### src/design/nsdu_pkg.sv
`timescale 1ns / 1ps

package nsdu_pkg;

    // Fixed field widths
    localparam int RAD_W   = 50;    // radicand, unsigned Q26.24
    localparam int ROOT_W  = 26;    // root, unsigned Q14.12
    localparam int TOL_W   = 24;    // tolerance, Q.24
    localparam int ERR_W   = 53;    // signed r*r - s
    localparam int DIVR_W  = ROOT_W + 1;  // divisor 2r
    localparam int OUT_W   = 32;    // root padded to whole bytes
    localparam int R0_SHIFT = 13;   // s/2 from Q.24 to Q.12

    localparam logic [TOL_W-1:0]  TOL_RESET = 24'd167772;
    localparam logic [RAD_W-1:0]  RAD_MAX   = {RAD_W{1'b1}};
    localparam logic [ROOT_W-1:0] ROOT_MAX  = {ROOT_W{1'b1}};
    localparam logic [ROOT_W-1:0] ROOT_ONE  = {{(ROOT_W-1){1'b0}}, 1'b1};

    // Opcodes
    localparam logic OP_DIST = 1'b0;
    localparam logic OP_SQRT = 1'b1;

    typedef enum logic [3:0] {
        ST_IDLE,
        ST_SQ_X,
        ST_SQ_Y,
        ST_SUM,
        ST_INIT,
        ST_MUL,
        ST_CHECK,
        ST_DIV,
        ST_UPDATE,
        ST_DONE
    } t_state;

    typedef enum logic [1:0] {
        MS_DX,
        MS_DY,
        MS_R
    } t_mul_sel;

    // Controller -> datapath
    typedef struct packed {
        logic     load_in;
        t_mul_sel mul_sel;
        logic     mul_en;
        logic     sq_hold;
        logic     sum_en;
        logic     init_en;
        logic     chk_en;
        logic     div_start;
        logic     upd_en;
        logic     out_load;
        logic     out_conv;
    } t_cmd;

    // Datapath -> controller
    typedef struct packed {
        logic s_zero;
        logic tol_met;
        logic div_done;
    } t_sts;

endpackage

### src/design/nsdu_div.sv
`timescale 1ns / 1ps

module nsdu_div #(
    parameter int N = 53,   // dividend / quotient width
    parameter int D = 27    // divisor width
) (
    input  logic         i_clk,
    input  logic         i_rst_n,
    input  logic         i_start,
    input  logic [N-1:0] i_dividend,
    input  logic [D-1:0] i_divisor,
    output logic         o_done,
    output logic [N-1:0] o_quotient
);

    localparam int CNT_W = $clog2(N + 1);

    logic [D-1:0]     r_rem;
    logic [N-1:0]     r_quo;
    logic [D-1:0]     r_dvs;
    logic [CNT_W-1:0] r_cnt;
    logic             r_busy;
    logic             r_done;

    logic [D:0] trial;
    logic       ge;
    logic [D:0] diff;

    // Restoring division, one quotient bit per cycle
    assign trial = {r_rem, r_quo[N-1]};
    assign ge    = (trial >= {1'b0, r_dvs});
    assign diff  = trial - {1'b0, r_dvs};

    always_ff @(posedge i_clk) begin
        if (!i_rst_n) begin
            r_busy <= 1'b0;
            r_done <= 1'b0;
        end else begin
            r_done <= 1'b0;
            if (i_start) begin
                r_busy <= 1'b1;
            end else if (r_busy && r_cnt == CNT_W'(1)) begin
                r_busy <= 1'b0;
                r_done <= 1'b1;
            end
        end
    end

    always_ff @(posedge i_clk) begin
        if (i_start) begin
            r_rem <= '0;
            r_quo <= i_dividend;
            r_dvs <= i_divisor;
            r_cnt <= CNT_W'(N);
        end else if (r_busy) begin
            r_rem <= ge ? diff[D-1:0] : trial[D-1:0];
            r_quo <= {r_quo[N-2:0], ge};
            r_cnt <= r_cnt - CNT_W'(1);
        end
    end

    assign o_done     = r_done;
    assign o_quotient = r_quo;

endmodule

### src/design/nsdu_datapath.sv
`timescale 1ns / 1ps

module nsdu_datapath #(
    parameter int COORD_WIDTH = 24
) (
    input  logic                                i_clk,
    input  logic                                i_rst_n,
    input  nsdu_pkg::t_cmd                      i_cmd,
    output nsdu_pkg::t_sts                      o_sts,
    input  logic                                i_cfg_wr_en,
    input  logic [nsdu_pkg::TOL_W-1:0]          i_cfg_wr_data,
    input  logic signed [COORD_WIDTH-1:0]       i_ax,
    input  logic signed [COORD_WIDTH-1:0]       i_ay,
    input  logic signed [COORD_WIDTH-1:0]       i_bx,
    input  logic signed [COORD_WIDTH-1:0]       i_by,
    input  logic [nsdu_pkg::RAD_W-1:0]          i_radicand,
    output logic [nsdu_pkg::ROOT_W-1:0]         o_root,
    output logic                                o_converged
);

    import nsdu_pkg::*;

    localparam int DW = COORD_WIDTH + 1;                 // |difference| width
    localparam int MW = (DW > ROOT_W) ? DW : ROOT_W;     // multiplier operand
    localparam int PW = 2 * MW;                          // product width

    logic [TOL_W-1:0]  r_tol;
    logic [DW-1:0]     r_dx;
    logic [DW-1:0]     r_dy;
    logic [RAD_W-1:0]  r_s;
    logic [RAD_W-1:0]  r_sqa;
    logic [PW-1:0]     r_prod;
    logic [ROOT_W-1:0] r_r;
    logic              r_neg;
    logic [ROOT_W-1:0] r_out_root;
    logic              r_out_conv;

    logic signed [DW-1:0] dx_diff;
    logic signed [DW-1:0] dy_diff;
    logic [MW-1:0]        mul_op;
    logic [RAD_W-1:0]     prod_sat;
    logic [RAD_W:0]       sq_sum;
    logic [RAD_W-R0_SHIFT-1:0] r0_raw;
    logic [ROOT_W-1:0]    r0_clamp;
    logic signed [ERR_W-1:0] err;
    logic                 err_neg;
    logic [ERR_W-1:0]     err_mag;
    logic [ERR_W-1:0]     quo;
    logic [ERR_W:0]       up_sum;
    logic [ROOT_W-1:0]    r_upd;
    logic                 div_done;

    // Tolerance register
    always_ff @(posedge i_clk) begin
        if (!i_rst_n) begin
            r_tol <= TOL_RESET;
        end else if (i_cfg_wr_en) begin
            r_tol <= i_cfg_wr_data;
        end
    end

    // Coordinate differences, signed; only the magnitude is registered
    assign dx_diff = DW'(i_bx) - DW'(i_ax);
    assign dy_diff = DW'(i_by) - DW'(i_ay);

    // Shared squaring multiplier operand
    always_comb begin
        case (i_cmd.mul_sel)
            MS_DX:   mul_op = MW'(r_dx);
            MS_DY:   mul_op = MW'(r_dy);
            MS_R:    mul_op = MW'(r_r);
            default: mul_op = MW'(r_r);
        endcase
    end

    assign prod_sat = (r_prod[PW-1:RAD_W] != '0) ? RAD_MAX : r_prod[RAD_W-1:0];
    assign sq_sum   = {1'b0, r_sqa} + {1'b0, prod_sat};

    // Start value s/2 in Q.12, clamped to the root range
    assign r0_raw = r_s[RAD_W-1:R0_SHIFT];
    always_comb begin
        if (r0_raw[RAD_W-R0_SHIFT-1:ROOT_W] != '0) begin
            r0_clamp = ROOT_MAX;
        end else if (r0_raw[ROOT_W-1:0] == '0) begin
            r0_clamp = ROOT_ONE;
        end else begin
            r0_clamp = r0_raw[ROOT_W-1:0];
        end
    end

    // Error r*r - s and its magnitude
    assign err     = $signed({1'b0, r_prod[ERR_W-2:0]}) - $signed({3'b0, r_s});
    assign err_neg = err[ERR_W-1];
    assign err_mag = err_neg ? ERR_W'(-err) : ERR_W'(err);

    // Step r - q with q truncated toward zero, clamped
    assign up_sum = {{(ERR_W+1-ROOT_W){1'b0}}, r_r} + {1'b0, quo};
    always_comb begin
        if (r_neg) begin
            r_upd = (up_sum[ERR_W:ROOT_W] != '0) ? ROOT_MAX : up_sum[ROOT_W-1:0];
        end else if (quo >= ERR_W'(r_r)) begin
            r_upd = ROOT_ONE;
        end else begin
            r_upd = r_r - quo[ROOT_W-1:0];
        end
    end

    nsdu_div #(
        .N(ERR_W),
        .D(DIVR_W)
    ) u_div (
        .i_clk      (i_clk),
        .i_rst_n    (i_rst_n),
        .i_start    (i_cmd.div_start),
        .i_dividend (err_mag),
        .i_divisor  ({r_r, 1'b0}),
        .o_done     (div_done),
        .o_quotient (quo)
    );

    // Working registers
    always_ff @(posedge i_clk) begin
        if (i_cmd.load_in) begin
            r_dx <= dx_diff[DW-1] ? DW'(-dx_diff) : DW'(dx_diff);
            r_dy <= dy_diff[DW-1] ? DW'(-dy_diff) : DW'(dy_diff);
            r_s  <= i_radicand;
        end
        if (i_cmd.mul_en) begin
            r_prod <= mul_op * mul_op;
        end
        if (i_cmd.sq_hold) begin
            r_sqa <= prod_sat;
        end
        if (i_cmd.sum_en) begin
            r_s <= sq_sum[RAD_W] ? RAD_MAX : sq_sum[RAD_W-1:0];
        end
        if (i_cmd.init_en) begin
            r_r <= (r_s == '0) ? '0 : r0_clamp;
        end else if (i_cmd.upd_en) begin
            r_r <= r_upd;
        end
        if (i_cmd.chk_en) begin
            r_neg <= err_neg;
        end
        if (i_cmd.out_load) begin
            r_out_root <= r_r;
            r_out_conv <= i_cmd.out_conv;
        end
    end

    assign o_sts.s_zero   = (r_s == '0);
    assign o_sts.tol_met  = (err_mag <= ERR_W'(r_tol));
    assign o_sts.div_done = div_done;

    assign o_root      = r_out_root;
    assign o_converged = r_out_conv;

endmodule

### src/design/nsdu_ctrl.sv
`timescale 1ns / 1ps

module nsdu_ctrl #(
    parameter int MAX_ITERATIONS = 32
) (
    input  logic           i_clk,
    input  logic           i_rst_n,
    input  logic           i_in_valid,
    input  logic           i_opcode,
    output logic           o_in_ready,
    output logic           o_out_valid,
    input  logic           i_out_ready,
    input  nsdu_pkg::t_sts i_sts,
    output nsdu_pkg::t_cmd o_cmd
);

    import nsdu_pkg::*;

    localparam int IT_W = $clog2(MAX_ITERATIONS + 1);

    t_state          r_state;
    t_state          n_state;
    logic [IT_W-1:0] r_iter;
    logic [IT_W-1:0] n_iter;
    logic            r_conv;
    logic            n_conv;
    logic            r_out_valid;

    // State, step count and output slot
    always_ff @(posedge i_clk) begin
        if (!i_rst_n) begin
            r_state     <= ST_IDLE;
            r_iter      <= '0;
            r_conv      <= 1'b0;
            r_out_valid <= 1'b0;
        end else begin
            r_state <= n_state;
            r_iter  <= n_iter;
            r_conv  <= n_conv;
            if (o_cmd.out_load) begin
                r_out_valid <= 1'b1;
            end else if (i_out_ready) begin
                r_out_valid <= 1'b0;
            end
        end
    end

    // Next state and commands
    always_comb begin
        n_state    = r_state;
        n_iter     = r_iter;
        n_conv     = r_conv;
        o_in_ready = 1'b0;
        o_cmd      = '0;
        o_cmd.mul_sel  = MS_R;
        o_cmd.out_conv = r_conv;
        case (r_state)
            ST_IDLE: begin
                o_in_ready = 1'b1;
                if (i_in_valid) begin
                    o_cmd.load_in = 1'b1;
                    n_state = (i_opcode == OP_SQRT) ? ST_INIT : ST_SQ_X;
                end
            end
            ST_SQ_X: begin
                o_cmd.mul_sel = MS_DX;
                o_cmd.mul_en  = 1'b1;
                n_state = ST_SQ_Y;
            end
            ST_SQ_Y: begin
                o_cmd.mul_sel = MS_DY;
                o_cmd.mul_en  = 1'b1;
                o_cmd.sq_hold = 1'b1;
                n_state = ST_SUM;
            end
            ST_SUM: begin
                o_cmd.sum_en = 1'b1;
                n_state = ST_INIT;
            end
            ST_INIT: begin
                o_cmd.init_en = 1'b1;
                n_iter = '0;
                if (i_sts.s_zero) begin
                    n_conv  = 1'b1;
                    n_state = ST_DONE;
                end else begin
                    n_state = ST_MUL;
                end
            end
            ST_MUL: begin
                o_cmd.mul_sel = MS_R;
                o_cmd.mul_en  = 1'b1;
                n_state = ST_CHECK;
            end
            ST_CHECK: begin
                o_cmd.chk_en = 1'b1;
                if (i_sts.tol_met) begin
                    n_conv  = 1'b1;
                    n_state = ST_DONE;
                end else if (r_iter == IT_W'(MAX_ITERATIONS)) begin
                    n_conv  = 1'b0;
                    n_state = ST_DONE;
                end else begin
                    o_cmd.div_start = 1'b1;
                    n_iter  = r_iter + IT_W'(1);
                    n_state = ST_DIV;
                end
            end
            ST_DIV: begin
                if (i_sts.div_done) begin
                    n_state = ST_UPDATE;
                end
            end
            ST_UPDATE: begin
                o_cmd.upd_en = 1'b1;
                n_state = ST_MUL;
            end
            ST_DONE: begin
                // wait for the output slot to free up
                if (!r_out_valid || i_out_ready) begin
                    o_cmd.out_load = 1'b1;
                    n_state = ST_IDLE;
                end
            end
            default: begin
                n_state = ST_IDLE;
            end
        endcase
    end

    assign o_out_valid = r_out_valid;

endmodule

### src/design/newton_sqrt_distance_unit.sv
`timescale 1ns / 1ps

// Channel   Direction  Beat contents
// s_axis    in         tuser: opcode; tdata: ax, ay, bx, by, radicand (low bits up)
// m_axis    out        tuser: converged; tdata: root
// cfg       in         wr_data: tolerance, written when wr_en is high
//
// One item at a time. Each Newton step squares r, checks the error, divides
// |r*r - s| by 2r in the bit-serial divider and updates r; distance items first
// square and sum the differences, and a zero radicand skips the steps. Up to
// MAX_ITERATIONS steps; the input is ready again in the cycle after the result
// is loaded. Reset is synchronous, active low, and loads the default tolerance.
// The unit stalls before loading a result only while the output register is
// still full.

module newton_sqrt_distance_unit #(
    parameter int MAX_ITERATIONS = 32,
    parameter int COORD_WIDTH    = 24
) (
    input  logic                                  i_clk,
    input  logic                                  i_rst_n,
    input  logic                                  i_s_axis_tvalid,
    output logic                                  o_s_axis_tready,
    // ax, ay, bx, by, radicand from bit 0 up, zero padded
    input  logic [8*((4*COORD_WIDTH+nsdu_pkg::RAD_W+7)/8)-1:0] i_s_axis_tdata,
    // opcode
    input  logic                                  i_s_axis_tuser,
    output logic                                  o_m_axis_tvalid,
    input  logic                                  i_m_axis_tready,
    // root from bit 0 up, zero padded
    output logic [nsdu_pkg::OUT_W-1:0]            o_m_axis_tdata,
    // converged
    output logic                                  o_m_axis_tuser,
    input  logic                                  i_cfg_wr_en,
    input  logic [nsdu_pkg::TOL_W-1:0]            i_cfg_wr_data
);

    import nsdu_pkg::*;

    localparam int CW = COORD_WIDTH;

    t_cmd              cmd;
    t_sts              sts;
    logic [ROOT_W-1:0] root;
    logic              converged;

    nsdu_ctrl #(
        .MAX_ITERATIONS(MAX_ITERATIONS)
    ) u_ctrl (
        .i_clk       (i_clk),
        .i_rst_n     (i_rst_n),
        .i_in_valid  (i_s_axis_tvalid),
        .i_opcode    (i_s_axis_tuser),
        .o_in_ready  (o_s_axis_tready),
        .o_out_valid (o_m_axis_tvalid),
        .i_out_ready (i_m_axis_tready),
        .i_sts       (sts),
        .o_cmd       (cmd)
    );

    nsdu_datapath #(
        .COORD_WIDTH(COORD_WIDTH)
    ) u_dp (
        .i_clk         (i_clk),
        .i_rst_n       (i_rst_n),
        .i_cmd         (cmd),
        .o_sts         (sts),
        .i_cfg_wr_en   (i_cfg_wr_en),
        .i_cfg_wr_data (i_cfg_wr_data),
        .i_ax          (i_s_axis_tdata[CW-1:0]),
        .i_ay          (i_s_axis_tdata[2*CW-1:CW]),
        .i_bx          (i_s_axis_tdata[3*CW-1:2*CW]),
        .i_by          (i_s_axis_tdata[4*CW-1:3*CW]),
        .i_radicand    (i_s_axis_tdata[4*CW+RAD_W-1:4*CW]),
        .o_root        (root),
        .o_converged   (converged)
    );

    assign o_m_axis_tdata = {{(OUT_W-ROOT_W){1'b0}}, root};
    assign o_m_axis_tuser = converged;

endmodule
### config.mk
export PLATFORM = sky130hd
export DESIGN_NAME = newton_sqrt_distance_unit
export DESIGN_NICKNAME = d
export VERILOG_FILES = /design/src/design/nsdu_pkg.sv /design/src/design/nsdu_div.sv /design/src/design/nsdu_datapath.sv /design/src/design/nsdu_ctrl.sv /design/src/design/newton_sqrt_distance_unit.sv
export SDC_FILE = /design/constraint.sdc
export NUM_CORES = 2
export LEC_CHECK = 0
export BUFFER_PORTS_ARGS = -buffer_cell sky130_fd_sc_hd__buf_2
export CAP_MARGIN = 30
export CORE_ASPECT_RATIO = 0.5
export CORE_MARGIN = 1
export CORE_UTILIZATION = 35
export CTS_CLUSTER_DIAMETER = 100
export DETAILED_ROUTE_END_ITERATION = 10
export GPL_TIMING_DRIVEN = 0
export HOLD_SLACK_MARGIN = 0.08
export MAX_ROUTING_LAYER = met4
export PLACE_DENSITY = 0.46
export SLEW_MARGIN = 0
export SYNTH_ARGS = -nofsm -noshare
export SYNTH_HDL_FRONTEND = slang
export SYNTH_SLANG_ARGS = --single-unit
export TNS_END_PERCENT = 30
### constraint.sdc
create_clock -name i_clk -period 14.9 [get_ports i_clk]
set_clock_uncertainty 0.05 [all_clocks]
set_input_delay 4.47 -clock i_clk [delete_from_list [all_inputs] [get_ports i_clk]]
set_output_delay 4.47 -clock i_clk [all_outputs]
set_load 0.05 [all_outputs]
Yosys cells after proc, flatten, opt, wreduce, memory -nomap -nowiden
Cells that the tools add are included.
{"block": "word_totals", "output_inout_bits": 35, "reg_bits": 406, "inputBits": 182, "wordCells": 130}
{"block": "op_classes", "order_cmp": 3, "bitwise_logic": 1, "n_mux": 52, "n_eq_ne": 19, "mul": 1, "n_reduce_logical": 20, "n_addsub": 12}
{"op": "26-bit 2-to-1 mux", "n": 8}
{"op": "50-bit 2-to-1 mux", "n": 4}
{"op": "53-bit 2-to-1 mux", "n": 3}
{"op": "26-bit by 53-bit adder with 54-bit output", "n": 1}
{"op": "53-bit by 26-bit >= comparator with 1-bit output", "n": 1}
{"op": "53-bit by 24-bit less-or-equal comparator with 1-bit output", "n": 1}
{"op": "53-bit negation", "n": 1}
{"op": "52-bit by 50-bit subtractor with 53-bit output", "n": 1}
{"op": "26-bit by 26-bit multiplier with 52-bit output", "n": 1}
{"op": "26-bit case mux with 2 select lines", "n": 1}
{"op": "50-bit by 50-bit adder with 51-bit output", "n": 1}
{"op": "50-bit zero test", "n": 1}
{"op": "25-bit negation", "n": 2}
{"op": "24-bit by 24-bit subtractor with 25-bit output", "n": 2}
{"op": "24-bit 2-to-1 mux", "n": 2}
{"op": "4-bit case mux with 10 select lines", "n": 1}
{"op": "28-bit by 27-bit >= comparator with 1-bit output", "n": 1}
{"op": "28-bit nonzero test", "n": 1}
{"op": "27-bit 2-to-1 mux", "n": 1}
{"op": "27-bit subtractor", "n": 1}
{"op": "26-bit zero test", "n": 1}
{"op": "26-bit subtractor", "n": 1}
{"op": "4-bit 2-to-1 mux", "n": 6}
{"op": "1-bit 2-to-1 mux", "n": 19}
{"op": "other kinds (28)", "n": 46}

Longest topological paths before layout
{"block": "depth", "ltp_word": 7, "mapped_depth": 42, "ltp_nobuf": 39}

Cells and area by module
From an unflattened synthesis, not the netlist that was laid out.
{"block": "unflattened", "cells_unflattened": 5833, "area_unflattened_um2": 52340.2}
{"module": "nsdu_datapath", "area_per_inst_um2": 45143.3, "cells_each": 5167, "n_inst": 1, "seq_area_each_um2": 8137.8}
{"module": "nsdu_div", "area_per_inst_um2": 6243.5, "cells_each": 545, "n_inst": 1, "seq_area_each_um2": 3103.0}
{"module": "nsdu_ctrl", "area_per_inst_um2": 904.6, "cells_each": 114, "n_inst": 1, "seq_area_each_um2": 240.2}
{"module": "newton_sqrt_distance_unit", "area_per_inst_um2": 48.8, "cells_each": 7, "n_inst": 1, "seq_area_each_um2": 0.0}

Least setup slack after synthesis
No wires, ideal clock.
{"block": "synth_path", "path_type": "flip-flop to flip-flop", "from": "register u_ctrl.r_state[0]", "to": "register u_dp.r_prod[50] (data pin)", "arrival_ps": 10566, "synth_period_minus_slack_ps": 10881, "slack_ps": 4019, "setup_ps": 265, "t_required_ps": 14585, "path_buffers": 3, "stages_incl_launch_ff": 41, "cell_sequence": "dfxtp_1 -> clkbuf_1 -> inv_1 -> nand2_1 -> nor3_1 -> clkbuf_1 -> a22oi_1 -> and2_1 -> clkbuf_1 -> nor2_1 -> inv_1 -> fa_1 -> inv_1 -> fa_1 -> inv_1 -> fa_1 -> inv_1 -> fa_1 -> [5 not listed] -> fa_1 -> inv_1 -> ha_1 -> nand2_1 -> o21ai_0 -> nand2_1 -> a311oi_1 -> nor3_1 -> o31ai_1 -> a41oi_1 -> a21oi_1 -> nand4_1 -> a41o_1 -> o21ai_0 -> nand3_1 -> a32o_1 -> o21ai_0 -> xor2_1"}
{"block": "synth_via", "elab_chain_cells": 5, "elab_cells_between_ends": 8, "cone_classes": "mul (1); eq/ne (4); mux (2); reduce/logical (1)"}
{"item": "start: declaration", "line_no": "nsdu_ctrl.sv:21", "text": "t_state r_state;"}
{"item": "start signal: assignment", "line_no": "nsdu_ctrl.sv:37", "text": "r_state <= n_state;"}
{"item": "4-bit by 3-bit equality test with 1-bit output, or another cell as far along", "line_no": "nsdu_ctrl.sv:57", "text": "case (r_state)"}
{"item": "3-bit case mux with 3 select lines (*)", "line_no": "nsdu_ctrl.sv:57"}
{"item": "2-bit by 1-bit equality test with 1-bit output or 2-bit zero test (tied branches)", "line_no": "nsdu_datapath.sv:68", "text": "case (i_cmd.mul_sel)"}
{"item": "26-bit case mux with 2 select lines (*)", "line_no": "nsdu_datapath.sv:68"}
{"item": "26-bit by 26-bit multiplier with 52-bit output (*)", "line_no": "nsdu_datapath.sv:129", "text": "r_prod <= mul_op * mul_op;"}
{"item": "end signal: assignment", "line_no": "nsdu_datapath.sv:129"}
{"item": "end: declaration", "line_no": "nsdu_datapath.sv:32", "text": "logic [PW-1:0] r_prod;"}
Every way passes the cells marked *; elsewhere a longest branch is shown, timed or not.
A chain may end at the register's enable or synchronous reset.

Worst setup path in the final report
{"block": "layout_path", "from": "register u_ctrl.r_state[0]", "to": "register u_dp.r_prod[51] (data pin)"}
Same word-level chain as after synthesis.

==> impl_metrics.toml <==
[hold_path]
hold_class = "reg2reg"
min_from = "u_ctrl.r_conv"

[floorplanning]
die_w_um = 542
die_y_um = 272
die_area_um2 = 147000
design.core.area_um2 = 144000
rows = 98
io_pins = 217
start_util_pct = 35.5

[clock_tree]
cts-root-buf = "clkbuf_16"
cts_tree = "done"
holdBufCountCts = 0
htreeDepth = 2
postCtsSetupRepairBufs = 0
insertion_delay_ps = 670
clock_sinks = 405
cts_buffers = 46
path_clk_slew_ps = 70
ctsResizeCount = 0
clockBufferDepth = 3

[global_route]
overflow = 0
antenna_found_initial = 6
grt_max_degree = 52
grt_util_all_layers_pct = 25.8
grt_pass1_vias = 42300
grt_pass1_wl_mm = 276

[status]
run_status = "finished clean"

[cells_and_area]
layout-drive-gt1-share_pct = 7.44
layout_commonest_cell = "inv_1"
layout_common_cells = "inv_1, fa_1, ha_1, nor2_1, nand2_1"
nets = 7113
syn_to_final_growth_pct = 10.5
final_cell_area_um2 = 56300

[worst_setup_path]
critPathLaunch = "u_ctrl.r_state[0]"
crit_required_ps = 15220
worstReg2RegStart = "u_ctrl.r_state[0]"
path_common_cell = "fa_1"
path_class = "reg2reg"
start_kind = "flip-flop"
worstSetupEndpointType = "flip-flop"
slowest_stage = "nor3_2"
cp_max_fo = 10
critPathMaxStageDelay_ps = 740
cp.arrival_ps = 13110

[sta]
finalHoldViolCount = 0
setup_viol = 0
rsz0062_at_grt = "no"
setup_tns_ps = 0
maxSlewViolCount = 0
maxSlewHeadroom_pct = 30.6
timing.fmax_ghz = 0.0782
fin_crit_sh_pct = 85.8
min_period_ps = 12790
worstMarginPinSlew_ps = 1020

[routing]
viasPerCell = 5.30
route.vias.total = 42000
route.antenna.remaining_nets = 0
dr.pass1.iters = 6
wl_per_cell_um = 23.4
drc = 0
routed_wl_mm = 185
drt_iter0_markers = 3500

[placed_design]
dpl_cell_area_um2 = 54800
hpwlAfterDp_mm = 156
port_buffers = 203
place_congestion = 0.986

[synth]
synth-edff-count = 334
syn_area_per_cell_um2 = 9.02
ys_seq_elements = 405
synth.distinct_cells = 104
synth_cells = 5655
netlist_area_um2 = 51000
async_reset_ff_share_pct = 0
synth_ff_type = "edfxtp_1"
ys_seq_area_share_pct = 22.5
ys_warn_count = 0

[run]
cap_violations = 0
==> state kept, by name (all words and copies together) (netlist names), 4 cells and up <==
register / count
u_dp.u_div.o_quotient: 53
u_dp.r_dy: 25
u_dp.u_div.r_rem: 27
u_dp.r_s: 50
u_ctrl.r_state: 4
u_dp.o_root: 26
u_dp.u_div.r_cnt: 6
u_ctrl.r_iter: 6
u_dp.r_r: 26
u_dp.r_dx: 25
u_dp.r_tol: 24
u_dp.u_div.r_dvs: 26
u_dp.r_prod: 51
u_dp.r_sqa: 50
==> worst paths after layout <==
kind,to,slack [ps],cells past startpoint
setup reg to reg,u_dp.r_prod[51],2110,37
hold reg to reg,u_dp.o_converged,440,0
hold / removal,u_dp.o_converged,440,0
setup / recovery,u_dp.r_prod[51],2110,37
==> synth_stat cells (10+ instances only) <==
cell type | n | share of area, %
nor2b_1 | 65 | 0.80
buf_4 | 11 | 0.16
mux2i_1 | 54 | 1.1
a21oi_1 | 295 | 2.9
a41oi_1 | 11 | 0.19
o211ai_1 | 32 | 0.47
a221o_1 | 11 | 0.22
mux2_1 | 11 | 0.24
a31oi_1 | 37 | 0.45
o21a_1 | 31 | 0.46
buf_2 | 11 | 0.11
o22a_1 | 52 | 0.89
ha_1 | 469 | 12
o21bai_1 | 33 | 0.49
nor2_1 | 452 | 3.3
xnor2_1 | 196 | 3.4
o221ai_1 | 12 | 0.21
or3_1 | 83 | 1.0
nand4_1 | 58 | 0.71
and2_1 | 41 | 0.50
edfxtp_1 | 334 | 20
clkbuf_1 | 172 | 1.3
o31a_1 | 10 | 0.17
and3_1 | 60 | 0.74
nand3_1 | 79 | 0.78
o22ai_1 | 15 | 0.18
a21o_1 | 122 | 1.8
inv_1 | 1019 | 7.5
a211o_1 | 16 | 0.27
mux2_2 | 40 | 0.88
nor4_1 | 41 | 0.50
a22oi_1 | 28 | 0.41
or2_2 | 32 | 0.39
o21ai_0 | 184 | 1.8
nor3_1 | 92 | 0.90
a211oi_1 | 44 | 0.65
nand2_1 | 416 | 3.1
dfxtp_1 | 71 | 2.8
o31ai_1 | 28 | 0.41
o311ai_0 | 10 | 0.17
fa_1 | 530 | 21
xor2_1 | 91 | 1.6
nand2b_1 | 49 | 0.60
a31o_2 | 10 | 0.17
a21boi_0 | 14 | 0.21
==> cells by family (layout without fill, tap and decap cells) <==
family                   count (synthesis)  after routing  synth area share (%)
AO/OA/AOI/OAI                         1099           1099                  14.4
AND/OR/NAND/NOR                       1529           1529                  14.5
flip-flops                             405            405                  22.5
multiplexers                           105            105                  2.19
other                                    1             12               0.00736
buffers and inverters                 1230           1539                  9.21
adder cells (fa/ha/maj)                999            999                  32.3
XOR/XNOR                               287            287                  4.93
==> worst max-delay path: cells and delay by family (launching register included) <==
family                   cells  cell delay, ps
AND/OR/NAND/NOR             10            3060
buffers and inverters        9            2440
AO/OA/AOI/OAI                9            2560
XOR/XNOR                     1             120
adder cells (fa/ha/maj)      8            3900
flip-flops                   1             300
==> cell type report <==
| type | instances | area [µm²] |
|---|---|---|
| clock inverter | 23 | 259 |
| fill | 14700 | 87400 |
| multi-input combinational | 4025 | 34900 |
| sequential | 405 | 11500 |
| timing repair buffer | 224 | 1290 |
| antenna | 6 | 15.0 |
| buffer | 204 | 847 |
| clock buffer | 62 | 1260 |
| tap | 1950 | 2440 |
| inverter | 1026 | 3850 |
==> stage by stage <==
| step | setup slack, ps | std cells | util [%] | hold WS (ps) |
|---|---|---|---|---|
| 6_report | 2110 | 7925 | 39.2 | 436 |
| 5_1_grt | 1740 | 7920 | 39.2 | 441 |
| 4_1_cts | 2380 | 7917 | 39.2 | 425 |
| 3_5_place_dp | 2450 | 7832 | 38.1 | 400 |
| 3_3_place_gp | -1550 | 7813 | 37.9 | 386 |
| 2_1_floorplan | 4020 | 5660 | - | 366 |
==> per-layer routing <==
layer	part of all wire [%]	vias up	GRT usage (%)
met5	0	-	-
met2	43	1266	37.9
met3	6.5	176	3.61
met4	1.8	0	4.85
met1	49	21000	37.8
li1	-	19600	-
Power is left out: the tool's default activity adds up to more than one toggle a clock period on the data nets, which glitch-free logic cannot reach.
